`src/hw/rtl/ter_pkg.sv`:
```
// shared types, opcodes and defaults for the timestamped event ring
package ter_pkg;

	localparam int RING_DEPTH_DEF   = 16;
	localparam int PAYLOAD_BITS_DEF = 64;

	typedef enum logic [1:0] {
		OP_ADD    = 2'd0,
		OP_TRIM   = 2'd1,
		OP_PEEK   = 2'd2,
		OP_LATEST = 2'd3
	} op_t;

	// read address source for the ring memory
	typedef enum logic [1:0] {
		RD_OLDEST = 2'd0,
		RD_WALK   = 2'd1,
		RD_PEEK   = 2'd2,
		RD_NEWEST = 2'd3
	} rd_sel_t;

	typedef struct packed {
		op_t         opcode;
		logic [31:0] entry_timestamp;
		logic [63:0] entry_payload;
		logic [31:0] watermark;
		logic [7:0]  peek_index;
	} req_t;

	typedef struct packed {
		logic        ok;
		logic [31:0] out_timestamp;
		logic [63:0] out_payload;
		logic [4:0]  entry_count;
		logic [31:0] oldest_stamp;
		logic [31:0] newest_stamp;
	} rsp_t;

	typedef struct packed {
		logic    capture;
		logic    add_write;
		logic    rd_en;
		rd_sel_t rd_sel;
		logic    set_oldest;
		logic    trim_step;
		logic    trim_finish;
		logic    load_result;
	} cmd_t;

	typedef struct packed {
		logic full;
		logic walk_done;
		logic stamp_le;
	} sts_t;

endpackage

```
`src/hw/rtl/ter_ctrl.sv`:
```
// sequencer for the timestamped event ring
module ter_ctrl (
	input  logic          clk,
	input  logic          arst_n,
	input  logic          start,
	input  ter_pkg::op_t  opcode,
	input  ter_pkg::sts_t sts,
	output ter_pkg::cmd_t cmd,
	output logic          busy,
	output logic          done
);
	import ter_pkg::*;

	typedef enum logic [3:0] {
		S_IDLE,
		S_ADD_WR,
		S_RD_OLD,
		S_SET_OLD,
		S_TRIM_RD,
		S_TRIM_EV,
		S_TRIM_END,
		S_READ,
		S_RESP
	} state_t;

	state_t state_q;
	state_t state_d;
	logic   accept;

	assign busy   = (state_q != S_IDLE);
	assign accept = start && !busy;

	always_comb begin
		cmd     = '0;
		state_d = state_q;
		case (state_q)
			S_IDLE: begin
				if (accept) begin
					cmd.capture = 1'b1;
					case (opcode)
						OP_ADD:  state_d = S_ADD_WR;
						OP_TRIM: state_d = S_TRIM_RD;
						default: state_d = S_READ;
					endcase
				end
			end
			S_ADD_WR: begin
				cmd.add_write = 1'b1;
				state_d = sts.full ? S_RD_OLD : S_RESP;
			end
			S_RD_OLD: begin
				cmd.rd_en  = 1'b1;
				cmd.rd_sel = RD_OLDEST;
				state_d = S_SET_OLD;
			end
			S_SET_OLD: begin
				cmd.set_oldest = 1'b1;
				state_d = S_RESP;
			end
			S_TRIM_RD: begin
				if (sts.walk_done) begin
					state_d = S_TRIM_END;
				end else begin
					cmd.rd_en  = 1'b1;
					cmd.rd_sel = RD_WALK;
					state_d = S_TRIM_EV;
				end
			end
			S_TRIM_EV: begin
				if (sts.stamp_le) begin
					cmd.trim_step = 1'b1;
					state_d = S_TRIM_RD;
				end else begin
					state_d = S_TRIM_END;
				end
			end
			S_TRIM_END: begin
				cmd.trim_finish = 1'b1;
				state_d = S_RESP;
			end
			S_READ: begin
				cmd.rd_en  = 1'b1;
				cmd.rd_sel = (opcode == OP_PEEK) ? RD_PEEK : RD_NEWEST;
				state_d = S_RESP;
			end
			S_RESP: begin
				cmd.load_result = 1'b1;
				state_d = S_IDLE;
			end
			default: begin
				state_d = S_IDLE;
			end
		endcase
	end

	always_ff @(posedge clk or negedge arst_n) begin
		if (!arst_n) begin
			state_q <= S_IDLE;
			done    <= 1'b0;
		end else begin
			state_q <= state_d;
			done    <= (state_q == S_RESP);
		end
	end

`ifndef SYNTHESIS
	a_accept_busy: assert property (@(posedge clk) disable iff (!arst_n)
		accept |=> busy)
		else $error("accepted request did not raise busy");
	a_done_idle: assert property (@(posedge clk) disable iff (!arst_n)
		done |-> !busy)
		else $error("result strobe while still busy");
	a_done_single: assert property (@(posedge clk) disable iff (!arst_n)
		done |=> !done)
		else $error("result strobe longer than one cycle");
`endif

endmodule

```
`src/hw/rtl/ter_dp.sv`:
```
// ring memory, pointers and result register for the timestamped event ring
module ter_dp #(
	parameter int RING_DEPTH   = ter_pkg::RING_DEPTH_DEF,
	parameter int PAYLOAD_BITS = ter_pkg::PAYLOAD_BITS_DEF
) (
	input  logic          clk,
	input  logic          arst_n,
	input  ter_pkg::req_t req,
	input  ter_pkg::cmd_t cmd,
	output ter_pkg::sts_t sts,
	output ter_pkg::op_t  opcode,
	output ter_pkg::rsp_t rsp
);
	import ter_pkg::*;

	localparam int PW = $clog2(RING_DEPTH);
	localparam int CW = $clog2(RING_DEPTH + 1);

	// ring storage
	logic [31:0]             stamp_mem [RING_DEPTH];
	logic [PAYLOAD_BITS-1:0] pl_mem    [RING_DEPTH];

	req_t                    req_q;
	logic [PW-1:0]           wp_q;
	logic [PW-1:0]           old_ptr_q;
	logic [CW-1:0]           count_q;
	logic [PW-1:0]           walk_q;
	logic [CW-1:0]           trim_n_q;
	logic [31:0]             oldest_q;
	logic [31:0]             newest_q;
	logic [31:0]             rd_stamp_q;
	logic [PAYLOAD_BITS-1:0] rd_pl_q;
	rsp_t                    rsp_q;

	logic          empty;
	logic          full;
	logic          peek_hit;
	logic [PW:0]   peek_sum;
	logic [PW-1:0] peek_slot;
	logic [PW-1:0] newest_slot;
	logic [PW-1:0] rd_addr;
	logic [PW:0]   ring_sum;
	logic [PW-1:0] ring_end;
	rsp_t          rsp_d;

	function automatic logic [PW-1:0] ptr_inc(input logic [PW-1:0] p);
		ptr_inc = (p == PW'(RING_DEPTH - 1)) ? '0 : p + 1'b1;
	endfunction

	assign empty    = (count_q == '0);
	assign full     = (count_q == CW'(RING_DEPTH));
	assign peek_hit = (req_q.peek_index < 8'(count_q));

	// age offset from oldest, wrapped once
	assign peek_sum  = (PW+1)'(old_ptr_q) + (PW+1)'(req_q.peek_index[PW-1:0]);
	always_comb begin
		if (!peek_hit) begin
			peek_slot = old_ptr_q;
		end else if (peek_sum >= (PW+1)'(RING_DEPTH)) begin
			peek_slot = PW'(peek_sum - (PW+1)'(RING_DEPTH));
		end else begin
			peek_slot = PW'(peek_sum);
		end
	end

	assign newest_slot = (wp_q == '0) ? PW'(RING_DEPTH - 1) : wp_q - 1'b1;

	always_comb begin
		case (cmd.rd_sel)
			RD_OLDEST: rd_addr = old_ptr_q;
			RD_WALK:   rd_addr = walk_q;
			RD_PEEK:   rd_addr = peek_slot;
			RD_NEWEST: rd_addr = newest_slot;
			default:   rd_addr = old_ptr_q;
		endcase
	end

	always_ff @(posedge clk) begin
		if (cmd.add_write) begin
			stamp_mem[wp_q] <= req_q.entry_timestamp;
			pl_mem[wp_q]    <= req_q.entry_payload[PAYLOAD_BITS-1:0];
		end
		if (cmd.rd_en) begin
			rd_stamp_q <= stamp_mem[rd_addr];
			rd_pl_q    <= pl_mem[rd_addr];
		end
	end

	always_ff @(posedge clk) begin
		if (cmd.capture) begin
			req_q <= req;
		end
	end

	always_ff @(posedge clk or negedge arst_n) begin
		if (!arst_n) begin
			wp_q      <= '0;
			old_ptr_q <= '0;
			count_q   <= '0;
			walk_q    <= '0;
			trim_n_q  <= '0;
		end else begin
			if (cmd.capture) begin
				walk_q   <= old_ptr_q;
				trim_n_q <= '0;
			end
			if (cmd.add_write) begin
				wp_q <= ptr_inc(wp_q);
				if (full) begin
					old_ptr_q <= ptr_inc(old_ptr_q);
				end else begin
					count_q <= count_q + 1'b1;
				end
			end
			if (cmd.trim_step) begin
				walk_q   <= ptr_inc(walk_q);
				trim_n_q <= trim_n_q + 1'b1;
			end
			if (cmd.trim_finish && (trim_n_q != '0)) begin
				if (trim_n_q >= count_q) begin
					count_q   <= '0;
					wp_q      <= '0;
					old_ptr_q <= '0;
				end else begin
					count_q   <= count_q - trim_n_q;
					old_ptr_q <= walk_q;
				end
			end
		end
	end

	// cached end stamps, only read while the ring holds entries
	always_ff @(posedge clk) begin
		if (cmd.add_write) begin
			newest_q <= req_q.entry_timestamp;
			if (empty) begin
				oldest_q <= req_q.entry_timestamp;
			end
		end
		if (cmd.set_oldest) begin
			oldest_q <= rd_stamp_q;
		end
		if (cmd.trim_finish && (trim_n_q != '0) && (trim_n_q < count_q)) begin
			oldest_q <= rd_stamp_q;
		end
	end

	always_comb begin
		rsp_d = '0;
		rsp_d.entry_count = 5'(count_q);
		if (!empty) begin
			rsp_d.oldest_stamp = oldest_q;
			rsp_d.newest_stamp = newest_q;
		end
		case (req_q.opcode)
			OP_ADD, OP_TRIM: begin
				rsp_d.ok = 1'b1;
			end
			OP_PEEK: begin
				rsp_d.ok = peek_hit;
			end
			OP_LATEST: begin
				rsp_d.ok = !empty;
			end
			default: begin
				rsp_d.ok = 1'b0;
			end
		endcase
		if (rsp_d.ok && ((req_q.opcode == OP_PEEK) || (req_q.opcode == OP_LATEST))) begin
			rsp_d.out_timestamp = rd_stamp_q;
			rsp_d.out_payload   = 64'(rd_pl_q);
		end
	end

	always_ff @(posedge clk) begin
		if (cmd.load_result) begin
			rsp_q <= rsp_d;
		end
	end

	assign rsp    = rsp_q;
	assign opcode = req_q.opcode;

	assign sts.full      = full;
	assign sts.walk_done = (trim_n_q == count_q);
	assign sts.stamp_le  = (rd_stamp_q <= req_q.watermark);

	// write pointer sits count entries past the oldest one
	assign ring_sum = (PW+1)'(old_ptr_q) + (PW+1)'(count_q);
	assign ring_end = (ring_sum >= (PW+1)'(RING_DEPTH)) ?
		PW'(ring_sum - (PW+1)'(RING_DEPTH)) : PW'(ring_sum);

`ifndef SYNTHESIS
	a_count_range: assert property (@(posedge clk) disable iff (!arst_n)
		count_q <= CW'(RING_DEPTH))
		else $error("entry count beyond ring depth");
	a_ring_span: assert property (@(posedge clk) disable iff (!arst_n)
		ring_end == wp_q)
		else $error("write pointer out of step with oldest pointer and count");
	a_empty_home: assert property (@(posedge clk) disable iff (!arst_n)
		empty |-> (wp_q == '0) && (old_ptr_q == '0))
		else $error("empty ring with pointers away from slot zero");
	a_walk_bound: assert property (@(posedge clk) disable iff (!arst_n)
		cmd.trim_step |=> trim_n_q <= count_q)
		else $error("trim walk ran past the entry count");
`endif

endmodule

```
`src/hw/rtl/timestamped_event_ring.sv`:
```
// top level of the timestamped event ring: sequencer plus ring datapath
//
//  channel   direction  handshake              payload
//  request   in         start high, busy low   req (ter_pkg::req_t)
//  result    out        done, one cycle        rsp (ter_pkg::rsp_t)
//
// add writes the entry, then loads the result; on a full ring it also
//   reads the ring memory once more to fetch the new oldest stamp
// peek and latest make one registered read of the ring memory
// trim walks the ring from the oldest entry, reading each one and then
//   comparing it with the watermark; it stops at the first newer entry,
//   or when it has removed every entry in the ring
// reset clears the pointers and the count; the ring memory needs no clearing
// the result sits on rsp while done is high, for exactly one cycle; the
//   receiver cannot stall it, and busy is already low in that cycle
module timestamped_event_ring #(
	parameter int RING_DEPTH   = ter_pkg::RING_DEPTH_DEF,
	parameter int PAYLOAD_BITS = ter_pkg::PAYLOAD_BITS_DEF
) (
	input  logic          clk,
	input  logic          arst_n,
	input  logic          start,
	output logic          busy,
	input  ter_pkg::req_t req,
	output logic          done,
	output ter_pkg::rsp_t rsp
);
	import ter_pkg::*;

	// command and status between sequencer and datapath
	cmd_t cmd;
	sts_t sts;
	op_t  held_op;
	op_t  ctrl_op;

	// at the accept edge the opcode comes straight from the port, after that
	// from the captured request
	assign ctrl_op = busy ? held_op : req.opcode;

	ter_ctrl u_ctrl (
		.clk    (clk),
		.arst_n (arst_n),
		.start  (start),
		.opcode (ctrl_op),
		.sts    (sts),
		.cmd    (cmd),
		.busy   (busy),
		.done   (done)
	);

	ter_dp #(
		.RING_DEPTH   (RING_DEPTH),
		.PAYLOAD_BITS (PAYLOAD_BITS)
	) u_dp (
		.clk    (clk),
		.arst_n (arst_n),
		.req    (req),
		.cmd    (cmd),
		.sts    (sts),
		.opcode (held_op),
		.rsp    (rsp)
	);

endmodule
```
`config.mk`:
```
export PLATFORM = sky130hd
export DESIGN_NAME = timestamped_event_ring
export DESIGN_NICKNAME = d
export VERILOG_FILES = /design/src/hw/rtl/ter_pkg.sv /design/src/hw/rtl/ter_ctrl.sv /design/src/hw/rtl/ter_dp.sv /design/src/hw/rtl/timestamped_event_ring.sv
export SDC_FILE = /design/constraint.sdc
export NUM_CORES = 2
export LEC_CHECK = 0
export BUFFER_PORTS_ARGS = -buffer_cell sky130_fd_sc_hd__buf_2
export CAP_MARGIN = 10
export CORE_MARGIN = 5
export CORE_UTILIZATION = 50
export CTS_BUF_LIST = sky130_fd_sc_hd__clkbuf_8 sky130_fd_sc_hd__clkbuf_16
export CTS_CLUSTER_SIZE = 28
export DETAILED_ROUTE_END_ITERATION = 10
export PLACE_DENSITY = 0.67
export SLEW_MARGIN = 20
export SYNTH_ARGS = -nofsm -noshare
export SYNTH_HDL_FRONTEND = slang
export SYNTH_SLANG_ARGS = --single-unit
```
`constraint.sdc`:
```
create_clock -name clk -period 29 [get_ports clk]
set_input_delay 2.9 -clock clk [delete_from_list [all_inputs] [get_ports clk]]
set_output_delay 2.9 -clock clk [all_outputs]
set_load 0.005 [all_outputs]
```
==> impl_metrics.ini <==
[power]
combPwrFrac = 0.328
switchingPower_w = 0.00359
peakVddDrop_mv = 0.133
p_leak_nw = 30.7
pwr-share-clk = 0.260
power.density_nw_per_um2 = 109
p_sw_frac = 0.371
seq_power_share = 0.412
power.internal_w = 0.00608

[clock_tree]
ctsHoldBuffers = 0
cts_made_buffers = 201
root_buffer = clkbuf_16
htreeDepth = 4
cts_setup_buffers = 0
cts.sink_count = 2027
insertion_delay_ns = 0.85
clock_path_buffers = 3
clk_pin_slew_ns = 0.06
tritoncts = done
cts_resized = 0

[floorplanning]
initial_utilization = 0.502
die_w_um = 406
die_h_um = 406
rows = 145
core_um2 = 156000
io_pins = 309
die_area_um2 = 165000

[final_layout]
multi_input_area_um2 = 16300
final_common_cell = edfxtp_1
ff_latch_area_um2 = 60700
final_area_um2 = 88500
area_growth_pct = 12.7
fillers = 12072
drive_gt1_frac = 0.138
diodes = 0
final_cell_mix = edfxtp_1 (2000), nand2_1 (1314), nand3_1 (403), a21oi_1 (374), buf_2 (308)
layout.nets = 5888

[worst_setup_path]
worstSetupPathType = primary input to flip-flop
crit_path_max_fanout = 85
cp.arrival_ns = 8.46
timing.rr.end = u_dp.rd_stamp_q[29]$_DFFE_PP_
endpoint_kind = flip-flop
rrSetupSlack_ns = 21.81
required_ns = 29.68
reg2reg_depth = 14
cp-start-kind = primary input
rr_startpoint = u_dp.count_q[4]$_DFFE_PN0P_

[synth]
synthArstFlopShare = 0.0133
yosys-top-cells-area = edfxtp_1 (77%), nand2_1 (6.3%), nand3_1 (2.6%)
yosysWarnings = 0
seq_area_frac_synth = 0.774
synth_top_area_frac = 0.765
netlist_area_um2 = 78500
ys.flop_type = edfxtp_1
synth_seq_cells = 2027
yosys.area.top_type = edfxtp_1
synthDistinctLibCells = 66
synthesis.nets = 5619
syn_avg_cell_area_um2 = 14.5
synth-edff-count = 2000
synthesis.instances = 5421

[timing]
skew_ns = 0.0347
rsz0062_at_grt = no
post-route-period-util = 0.268
holdWs_ns = 0.498
maxSlewViolCount = 0
setup-violations-final = 0
finalHoldViolations = 0
clock.fmax_mhz = 129
max-slew-margin-rel = 0.261
worstMarginPinSlew_ns = 1.11
period_needed_ns = 7.78
finalSetupTns_ns = 0
setup_slack_ns = 21.22

[run]
drv_cap = 0

[placed_design]
pre_cts_slack_ns = 20.50
io_buffer_count = 308
routabilityCongestion = 0.785
dpl_cell_area_um2 = 82000
dp_hpwl_mm = 101

[routing]
ant_nets = 0
drc = 0
routedWlPerCell_um = 25.3
first_pass_iters = 6
drt-initial-drc-count = 5494
via_per_inst = 5.84
wirelength_mm = 200
vias = 46304

[global_route]
grt_use_total = 0.239
grt_pass1_wl_mm = 292
antenna_found_initial = 8
grt_max_degree = 227
gr-total-overflow = 0
first_global_vias = 44731

[hold_path]
hp-start = u_dp.trim_n_q[4]$_DFFE_PN0P_
hold_end = u_dp.trim_n_q[4]$_DFFE_PN0P_
hold_path.class = flip-flop to flip-flop
hold_depth = 1

[outcome]
status = finished, final reports clean
-- state kept, by name (all words and copies together), names as in the netlist, 32 cells and up --
signal / cells
u_dp.newest_q: 32
u_dp.rd_stamp_q: 32
u_dp.req_q: 136
u_dp.rd_pl_q: 64
u_dp.oldest_q: 32
u_dp.pl_mem: 1024
u_dp.stamp_mem: 512
u_dp.rsp: 166
-- stage by stage --
step / std cells / total power [W] / utilization
final: 7924 / 0.00968 / 0.566
after global routing: 7924 / 0.0102 / 0.566
after CTS: 7924 / 0.00972 / 0.566
after detailed placement: 7545 / 0.00721 / 0.525
after global placement: 7545 / 0.00715 / 0.525
after floorplan: 5421 / 0.00617 / -
-- cells in the mapped netlist, types with 8 or more instances --
| master | instances |
|---|---|
| clkbuf_1 | 173 |
| xnor2_1 | 8 |
| and2_1 | 105 |
| a211oi_1 | 50 |
| o22ai_1 | 26 |
| buf_2 | 137 |
| a31oi_1 | 52 |
| o21ai_0 | 13 |
| nor3_2 | 71 |
| o31ai_1 | 73 |
| nand3_1 | 404 |
| nor2b_1 | 69 |
| and3_1 | 64 |
| inv_1 | 59 |
| a21o_1 | 15 |
| nor2_1 | 29 |
| nor3_1 | 31 |
| dfrtp_1 | 27 |
| nand4_1 | 9 |
| mux2i_1 | 77 |
| a21oi_1 | 375 |
| nand2_1 | 1316 |
| edfxtp_1 | 2000 |
| nand2b_1 | 8 |
| a32oi_1 | 71 |
| ha_1 | 55 |
| mux2_2 | 33 |
-- final cells by class --
type | count | area share
flip-flops and latches | 2027 | 0.687
multi-input cells | 3015 | 0.184
clock buffers | 202 | 0.0571
well taps | 2058 | 0.0291
repair buffers | 385 | 0.0245
clock inverters | 177 | 0.0157
inverters | 60 | 0.00260
-- routing by layer --
metal,routed length [µm],track usage,part of all wire,vias up
li1,-,-,-,20607
met1,82200,0.334,0.41,23253
met2,97000,0.395,0.48,2142
met3,16300,0.0380,0.081,296
met4,4590,0.0632,0.023,6
met5,41,0,0.00020,-
-- worst max-delay path, stage by stage --
cell	delay (ns)
buf_2	0.10
nand2b_1	0.14
mux2_1	0.17
nor3_1	0.08
mux2i_4	0.16
buf_4	0.58
and2_4	0.86
buf_4	0.84
buf_4	0.88
buf_4	0.85
nand2_1	0.14
a21oi_1	0.22
o31ai_1	0.12
nor3_2	0.15
-- logic make-up after synthesis --
group / after synthesis / synth area share
simple gates: 2123 / 0.123
mux: 112 / 0.0149
buf+inv: 379 / 0.0207
compound gates: 711 / 0.0563
fa+ha+maj: 57 / 0.00928
flops: 2027 / 0.774
xor+xnor: 12 / 0.00134
-- how the worst max path moves through the flow --
stage,cells after the start,slack [ns],start,endpoint
global route,14,20.94,req[136],u_dp.rd_stamp_q[25]$_DFFE_PP_
finish,14,21.22,req[136],u_dp.rd_stamp_q[29]$_DFFE_PP_
CTS,14,21.37,req[136],u_dp.rd_stamp_q[29]$_DFFE_PP_
floorplan,3,9.38,u_ctrl.state_q[1]$_DFFE_PN0P_,u_ctrl.done$_DFF_PN0_
global placement,14,20.58,req[136],u_dp.rd_stamp_q[4]$_DFFE_PP_
detailed placement,14,20.50,req[136],u_dp.rd_stamp_q[19]$_DFFE_PP_
-- power by group through the flow --
stage               combinational (W)  sequential [W]  clock, W
finish                        0.00317         0.00399   0.00252
global route                  0.00347         0.00402   0.00268
floorplan                     0.00218         0.00399         0
CTS                           0.00318         0.00399   0.00255
global placement              0.00311         0.00403         0
detailed placement            0.00316         0.00404         0
No activity file was read; power rests on OpenSTA's default activity.
